==> config.mk <==
export PLATFORM = sky130hd
export DESIGN_NAME = aes_key_sched
export DESIGN_NICKNAME = d
export VERILOG_FILES = /design/src/design/aes_pkg.sv /design/src/design/aes_key_expand.sv
export SDC_FILE = /design/constraint.sdc
export NUM_CORES = 2
export LEC_CHECK = 0
export BUFFER_PORTS_ARGS = -buffer_cell sky130_fd_sc_hd__buf_2
export CORE_AREA = 2 2 776 778
export CTS_CLUSTER_SIZE = 24
export DETAILED_ROUTE_END_ITERATION = 16
export DIE_AREA = 0 0 778 780
export GPL_TIMING_DRIVEN = 0
export HOLD_SLACK_MARGIN = 0.12
export PLACE_DENSITY = 0.43
export SLEW_MARGIN = 25
export SYNTH_ARGS = -nofsm -noshare
export SYNTH_HDL_FRONTEND = slang
export SYNTH_SLANG_ARGS = --single-unit
==> constraint.sdc <==
create_clock -name aclk -period 19 [get_ports aclk]
set_clock_uncertainty 0.05 [all_clocks]
set_input_delay 0.95 -clock aclk [delete_from_list [all_inputs] [get_ports aclk]]
set_output_delay 0.95 -clock aclk [all_outputs]
set_load 0.02 [all_outputs]
==> src/design/aes_pkg.sv <==
// Package: AES S-box table, byte and round helpers shared by the cipher modules.
`default_nettype none
package aes_pkg;

    localparam int MAX_ROUND_KEYS_DEF = 15;
    localparam logic [7:0] RCON_INIT = 8'h01;
    localparam logic [7:0] XTIME_POLY = 8'h1b;

    typedef enum logic {
        EXP_RUN,
        EXP_READY
    } exp_state_t;

    typedef enum logic [2:0] {
        CFG_KEY_SIZE = 3'd0,
        CFG_KEY_A    = 3'd1,
        CFG_KEY_B    = 3'd2,
        CFG_KEY_C    = 3'd3,
        CFG_KEY_D    = 3'd4
    } cfg_index_t;

    typedef struct packed {
        logic active;
        logic mix;
    } round_ctrl_t;

    localparam logic [7:0] SBOX [0:255] = '{
        8'h63,8'h7c,8'h77,8'h7b,8'hf2,8'h6b,8'h6f,8'hc5,8'h30,8'h01,8'h67,8'h2b,8'hfe,8'hd7,8'hab,8'h76,
        8'hca,8'h82,8'hc9,8'h7d,8'hfa,8'h59,8'h47,8'hf0,8'had,8'hd4,8'ha2,8'haf,8'h9c,8'ha4,8'h72,8'hc0,
        8'hb7,8'hfd,8'h93,8'h26,8'h36,8'h3f,8'hf7,8'hcc,8'h34,8'ha5,8'he5,8'hf1,8'h71,8'hd8,8'h31,8'h15,
        8'h04,8'hc7,8'h23,8'hc3,8'h18,8'h96,8'h05,8'h9a,8'h07,8'h12,8'h80,8'he2,8'heb,8'h27,8'hb2,8'h75,
        8'h09,8'h83,8'h2c,8'h1a,8'h1b,8'h6e,8'h5a,8'ha0,8'h52,8'h3b,8'hd6,8'hb3,8'h29,8'he3,8'h2f,8'h84,
        8'h53,8'hd1,8'h00,8'hed,8'h20,8'hfc,8'hb1,8'h5b,8'h6a,8'hcb,8'hbe,8'h39,8'h4a,8'h4c,8'h58,8'hcf,
        8'hd0,8'hef,8'haa,8'hfb,8'h43,8'h4d,8'h33,8'h85,8'h45,8'hf9,8'h02,8'h7f,8'h50,8'h3c,8'h9f,8'ha8,
        8'h51,8'ha3,8'h40,8'h8f,8'h92,8'h9d,8'h38,8'hf5,8'hbc,8'hb6,8'hda,8'h21,8'h10,8'hff,8'hf3,8'hd2,
        8'hcd,8'h0c,8'h13,8'hec,8'h5f,8'h97,8'h44,8'h17,8'hc4,8'ha7,8'h7e,8'h3d,8'h64,8'h5d,8'h19,8'h73,
        8'h60,8'h81,8'h4f,8'hdc,8'h22,8'h2a,8'h90,8'h88,8'h46,8'hee,8'hb8,8'h14,8'hde,8'h5e,8'h0b,8'hdb,
        8'he0,8'h32,8'h3a,8'h0a,8'h49,8'h06,8'h24,8'h5c,8'hc2,8'hd3,8'hac,8'h62,8'h91,8'h95,8'he4,8'h79,
        8'he7,8'hc8,8'h37,8'h6d,8'h8d,8'hd5,8'h4e,8'ha9,8'h6c,8'h56,8'hf4,8'hea,8'h65,8'h7a,8'hae,8'h08,
        8'hba,8'h78,8'h25,8'h2e,8'h1c,8'ha6,8'hb4,8'hc6,8'he8,8'hdd,8'h74,8'h1f,8'h4b,8'hbd,8'h8b,8'h8a,
        8'h70,8'h3e,8'hb5,8'h66,8'h48,8'h03,8'hf6,8'h0e,8'h61,8'h35,8'h57,8'hb9,8'h86,8'hc1,8'h1d,8'h9e,
        8'he1,8'hf8,8'h98,8'h11,8'h69,8'hd9,8'h8e,8'h94,8'h9b,8'h1e,8'h87,8'he9,8'hce,8'h55,8'h28,8'hdf,
        8'h8c,8'ha1,8'h89,8'h0d,8'hbf,8'he6,8'h42,8'h68,8'h41,8'h99,8'h2d,8'h0f,8'hb0,8'h54,8'hbb,8'h16
    };

    function automatic logic [7:0] xtime(input logic [7:0] b);
        return {b[6:0], 1'b0} ^ (b[7] ? XTIME_POLY : 8'h00);
    endfunction

    function automatic logic [31:0] sub_word(input logic [31:0] t);
        return {SBOX[t[31:24]], SBOX[t[23:16]], SBOX[t[15:8]], SBOX[t[7:0]]};
    endfunction

    // byte k of a block sits at bits 127-8k downto 120-8k
    function automatic logic [127:0] cipher_round(input logic [127:0] s, input logic mix);
        logic [7:0] sb [16];
        logic [7:0] tb [16];
        logic [7:0] all;
        logic [127:0] res;
        for (int c = 0; c < 4; c++) begin
            for (int r = 0; r < 4; r++) begin
                sb[r + 4 * c] = SBOX[s[127 - 8 * (r + 4 * ((c + r) % 4)) -: 8]];
            end
        end
        for (int c = 0; c < 4; c++) begin
            all = sb[4 * c] ^ sb[4 * c + 1] ^ sb[4 * c + 2] ^ sb[4 * c + 3];
            for (int r = 0; r < 4; r++) begin
                tb[4 * c + r] = mix ? (sb[4 * c + r] ^ all ^
                    xtime(sb[4 * c + r] ^ sb[4 * c + ((r + 1) % 4)])) : sb[4 * c + r];
            end
        end
        for (int k = 0; k < 16; k++) begin
            res[127 - 8 * k -: 8] = tb[k];
        end
        return res;
    endfunction

endpackage
`default_nettype wire

==> src/design/aes_key_expand.sv <==
// Key registers and iterative key schedule, one key word per cycle.
`default_nettype none
module aes_key_sched #(
    parameter int MAX_ROUND_KEYS = aes_pkg::MAX_ROUND_KEYS_DEF
) (
    input  wire logic         aclk,
    input  wire logic         aresetn,
    input  wire logic         cfg_wr_en,
    input  wire logic [2:0]   cfg_index,
    input  wire logic [63:0]  cfg_wdata,
    output logic              keys_ready,
    output logic [3:0]        round_count,
    output logic [MAX_ROUND_KEYS-1:0][127:0] round_keys
);
    localparam int IW = $clog2(4 * MAX_ROUND_KEYS);

    aes_pkg::exp_state_t state_reg, state_next;
    logic [1:0]  key_size_reg;
    logic [63:0] key_a_reg, key_b_reg, key_c_reg, key_d_reg;
    logic [IW-1:0] word_reg, word_next;
    logic [2:0]  phase_reg, phase_next;
    logic [7:0]  rcon_reg, rcon_next;
    logic [31:0] win_reg [8];
    logic [MAX_ROUND_KEYS-1:0][127:0] rk_reg;
    logic        cfg_hit;
    logic [1:0]  mode;
    logic [2:0]  nk_m1;
    logic [255:0] key_all;
    logic [31:0] t_word, new_word;
    logic        in_key;

    assign cfg_hit = cfg_wr_en && (cfg_index <= aes_pkg::CFG_KEY_D);

    always_comb begin
        mode = (key_size_reg == 2'd3) ? 2'd2 : key_size_reg;
        if (mode == 2'd2 && MAX_ROUND_KEYS < 15) begin
            mode = 2'd1;
        end
        if (mode == 2'd1 && MAX_ROUND_KEYS < 13) begin
            mode = 2'd0;
        end
    end

    assign round_count = 4'd10 + {1'b0, mode, 1'b0};
    assign nk_m1 = 3'd3 + {mode, 1'b0};
    assign key_all = {key_a_reg, key_b_reg, key_c_reg, key_d_reg};
    assign in_key = ({{(IW-3){1'b0}}, nk_m1} >= word_reg);

    always_comb begin
        t_word = win_reg[0];
        rcon_next = rcon_reg;
        if (!in_key && phase_reg == 3'd0) begin
            t_word = aes_pkg::sub_word({win_reg[0][23:0], win_reg[0][31:24]}) ^
                     {rcon_reg, 24'd0};
            rcon_next = aes_pkg::xtime(rcon_reg);
        end else if (!in_key && mode == 2'd2 && phase_reg == 3'd4) begin
            t_word = aes_pkg::sub_word(win_reg[0]);
        end
        new_word = in_key ? key_all[{~word_reg[2:0], 5'd0} +: 32] : (win_reg[nk_m1] ^ t_word);
        phase_next = (phase_reg == nk_m1) ? 3'd0 : phase_reg + 3'd1;
        word_next = word_reg + IW'(1);
        state_next = state_reg;
        unique case (state_reg)
            aes_pkg::EXP_RUN: begin
                if (word_reg == IW'({round_count, 2'b11})) begin
                    state_next = aes_pkg::EXP_READY;
                end
            end
            aes_pkg::EXP_READY: begin
                state_next = aes_pkg::EXP_READY;
            end
            default: state_next = aes_pkg::EXP_RUN;
        endcase
        if (cfg_hit) begin
            state_next = aes_pkg::EXP_RUN;
        end
    end

    always_ff @(posedge aclk) begin
        if (!aresetn) begin
            state_reg    <= aes_pkg::EXP_RUN;
            key_size_reg <= 2'd0;
            key_a_reg    <= 64'd0;
            key_b_reg    <= 64'd0;
            key_c_reg    <= 64'd0;
            key_d_reg    <= 64'd0;
            word_reg     <= '0;
            phase_reg    <= 3'd0;
            rcon_reg     <= aes_pkg::RCON_INIT;
        end else begin
            state_reg <= state_next;
            if (cfg_wr_en) begin
                unique case (cfg_index)
                    aes_pkg::CFG_KEY_SIZE: key_size_reg <= cfg_wdata[1:0];
                    aes_pkg::CFG_KEY_A:    key_a_reg <= cfg_wdata;
                    aes_pkg::CFG_KEY_B:    key_b_reg <= cfg_wdata;
                    aes_pkg::CFG_KEY_C:    key_c_reg <= cfg_wdata;
                    aes_pkg::CFG_KEY_D:    key_d_reg <= cfg_wdata;
                    default: ;
                endcase
            end
            if (cfg_hit) begin
                word_reg  <= '0;
                phase_reg <= 3'd0;
                rcon_reg  <= aes_pkg::RCON_INIT;
            end else if (state_reg == aes_pkg::EXP_RUN) begin
                word_reg  <= word_next;
                phase_reg <= phase_next;
                rcon_reg  <= rcon_next;
            end
        end
    end

    always_ff @(posedge aclk) begin
        if (state_reg == aes_pkg::EXP_RUN && !cfg_hit) begin
            win_reg[0] <= new_word;
            for (int j = 1; j < 8; j++) begin
                win_reg[j] <= win_reg[j-1];
            end
            rk_reg[word_reg[IW-1:2]][{~word_reg[1:0], 5'd0} +: 32] <= new_word;
        end
    end

    assign keys_ready = (state_reg == aes_pkg::EXP_READY);
    assign round_keys = rk_reg;

endmodule
`default_nettype wire

==> summary.md <==
| Metric | Value |
|---|---|
| Status | `complete, no violations` |
| Mapped Avg Cell Area | `14.8 um2` |
| Fin worst setup slack | `10.34 ns` |
| Root Driver | `clkbuf_16` |
| Required time worst endpoint | `19.73 ns` |
| Mapped Area | `0.0950 mm2` |
| Hold_buf cts | `19` |
| Startpoint Class | `register` |
| Net switching power | `3.79 mW` |
| Initial antenna violation count | `113` |
| H-tree Lvls | `5` |
| Setup Fix Bufs, Post-CTS | `0` |
| Final setup violation count | `0` |
| Min-delay worst type | `in -> reg` |
| Via-to-Cell Ratio | `4.31` |
| Distinct cell type count after synthesis | `111` |
| Pwr Total | `13.2 mW` |
| Number of synthesized flops with an enable pin | `2176` |
| Setup_tns | `0 ns` |
| CTS max path bufs | `4` |
| CP Class | `reg -> reg` |
| VDD IR-drop max | `0.0785 mV` |
| Nets@finish | `9283` |
| Initial drt markers | `10476` |
| Worst-margin pin slew | `1.19 ns` |
| Clock-pin transition on the worst setup and hold timing paths | `0.06 ns` |
| Net count after synthesis | `6540` |
| HP Start | `cfg_wdata[9]` |
| Cell accounting for the most synthesized area | `edfxtp_1` |
| Dpl ws | `10.53 ns` |
| 1st-pass router iterations | `8` |
| HPWL Detailed | `472 mm` |
| Post_cts resized | `0` |
| Seq/Total Area, Yosys | `0.746` |
| Cells after synthesis | `6405` |
| Fmax achieved | `115 MHz` |
| I/O pin count | `1995` |
| Gp weighted congestion | `0.963` |
| Synth warn | `0` |
| All-Layer GR Usage | `0.189` |
| Routed vias | `75262` |
| Die Y | `780 um` |
| TritonCTS clock tree | `done` |
| Initial Util | `0.159` |
| Final ANT Viol Nets | `0` |
| Ys flop type | `edfxtp_1` |
| Largest register FFs | `1920` |
| Drc violations | `0` |
| RR Startpoint | `key_size_reg[1]` |
| Fin crit period | `8.66 ns` |
| Sequential share of power | `0.453` |
| Logic pwr share | `0.133` |
| Grt ovf | `0` |
| Slew headroom | `0.205` |
| Synthesis-to-layout area growth | `41.1%` |
| Largest cells by area after synthesis | `edfxtp_1 69%, dfxtp_1 5.8%, nand2_1 3.1%` |
| Vias in the first global route | `69732` |
| Hold path depth | `3` |
| Max-slew violation count | `0` |
| Maxcap violations | `0` |
| Critical Path Start | `key_size_reg[1]` |
| WL final | `605 mm` |
| Total power per unit cell area | `98.7 mW/mm2` |
| Core area | `0.599 mm2` |
| Commonest non-fill, non-tap cell in the layout | `edfxtp_1` |
| Site row count | `285` |
| Synth top area share | `0.687` |
| Leak Pwr | `47.4 nW` |
| Clock Latency Late Sink | `1.03 ns` |
| Crit share post-route | `0.456` |
| Total CTS buffers | `284` |
| I/O Buffers | `1990` |
| Switching Share | `0.286` |
| Post-synthesis async set-or-reset flop share | `0` |
| Hold Fails Final Rpt | `0` |
| Die area | `0.607 mm2` |
| Layout cells sized above 1 | `0.362` |
| First-pass GRT wire length | `759 mm` |
| Register bit total from synthesis | `2452` |
| # fillers | `63764` |
| RSZ-0062 raised after global routing | `no` |
| Critical path arrival | `9.39 ns` |
| Commonest cells after routing, fill and taps aside | `2176 x edfxtp_1, 2122 x buf_2, 780 x nand2_1` |
| R2R depth | `18` |
| CTS Sinks | `2452` |
| Largest net degree at the start of global routing | `24` |
| Int Power | `9.44 mW` |
| Crit path capture type | `register` |
| Die Width | `778 um` |
| Max FO, Critical Path | `11` |
| Routed wire per std cell | `34.7 um` |
| Clock share of power | `0.414` |
==> layout make-up <==
type | count | area [um2] | area share
Multi-Input combinational cell | 3434 | 23600 | 0.176
Clock inverter | 151 | 1650 | 0.0123
Buffer | 444 | 1970 | 0.0147
Sequential cell | 2452 | 70900 | 0.528
Timing Repair Buffer | 2457 | 18200 | 0.136
Antenna cell | 48 | 120 | 0.000896
Inverter | 75 | 282 | 0.00210
Clock buffer | 353 | 7420 | 0.0553
Tap cell | 8036 | 10100 | 0.0750
==> cells in the mapped netlist (15+ instances only) <==
library cell and n:
o21a_1 15, o221ai_1 20, nor4_1 20, edfxtp_1 2176
a21boi_0 264, buf_2 117, xnor2_1 23, or3_1 24
a31oi_1 54, a221oi_1 17, dfxtp_1 276, o31ai_1 31
nand2_1 781, a21oi_1 210, nand2b_1 105, o311ai_0 42
a211oi_1 70, buf_1 48, and2_1 27, mux2i_1 96
nor2b_1 110, nor2_1 344, o22ai_1 19, clkbuf_1 254
a311oi_1 48, o2111ai_1 18, inv_1 62, and3_1 43
o211ai_1 58, nand3_1 111, a32oi_1 19, nor3_1 142
nand3b_1 16, nand4_1 15, ha_1 65, or2_2 31
nor3b_1 25, o21ai_0 186, mux4_2 83, buf_4 17
==> metrics by stage <==
stage	utilization	instances	cell area, um2	hold slack [ns]
final	0.224	17450	134000	0.184
after global routing	0.224	17421	134000	0.144
after CTS	0.223	17402	134000	0.121
after detailed placement	0.208	16879	125000	0.355
after global placement	0.192	16431	115000	0.351
after floorplan	-	6405	95000	0.350
==> path summary, 6_finish.rpt <==
| path | end | slack [ns] |
|---|---|---|
| max | round_keys[1813] | 10.34 |
| min | key_d_reg[9] | 0.18 |
| max reg2reg | round_keys[1813] | 10.34 |
| min reg2reg | win_reg[5][22] | 0.30 |
==> critical path: stages, from the launching register on <==
cell and delay, ns:
dfxtp_1 0.30, clkbuf_1 0.75, buf_1 0.78, buf_1 0.82, nor2_1 0.22, inv_1 0.15
ha_1 0.24, and3_1 0.20, o31a_1 0.34, nor2_1 0.87, buf_2 0.49, buf_1 0.63
nor2_1 0.08, a211oi_1 0.62, mux2i_1 0.29, nand3_2 0.53, buf_16 0.38, nor2_4 0.44
buf_16 0.23
==> power groups by stage <==
stage,sequential [mW],combinational (mW),clock (mW)
floorplan,6.12,0.744,0
global placement,6.14,1.61,0
detailed placement,6.11,1.69,0
CTS,6.00,1.70,5.60
global route,6.00,1.77,5.79
finish,6.00,1.76,5.47
==> routing by layer <==
metal  part of all wire  track usage
met1               0.40        0.241
met5            0.00033            0
met3              0.096       0.0474
met2               0.45        0.298
met4              0.058       0.0924
==> logic make-up (layout without fill, tap and decap cells) <==
logic type	after synthesis	count (layout)	synth area share
AOI/OAI and AO/OA	1270	1270	0.0954
xor gates and xnor gates	34	34	0.00313
adders and majority gates	66	66	0.00866
buffers and inverters	519	3480	0.0233
DFF	2452	2452	0.746
muxes	197	197	0.0320
other	2	50	0.0000790
and+or+nand+nor	1865	1865	0.0918
No activity file was read; power rests on OpenSTA's default activity.
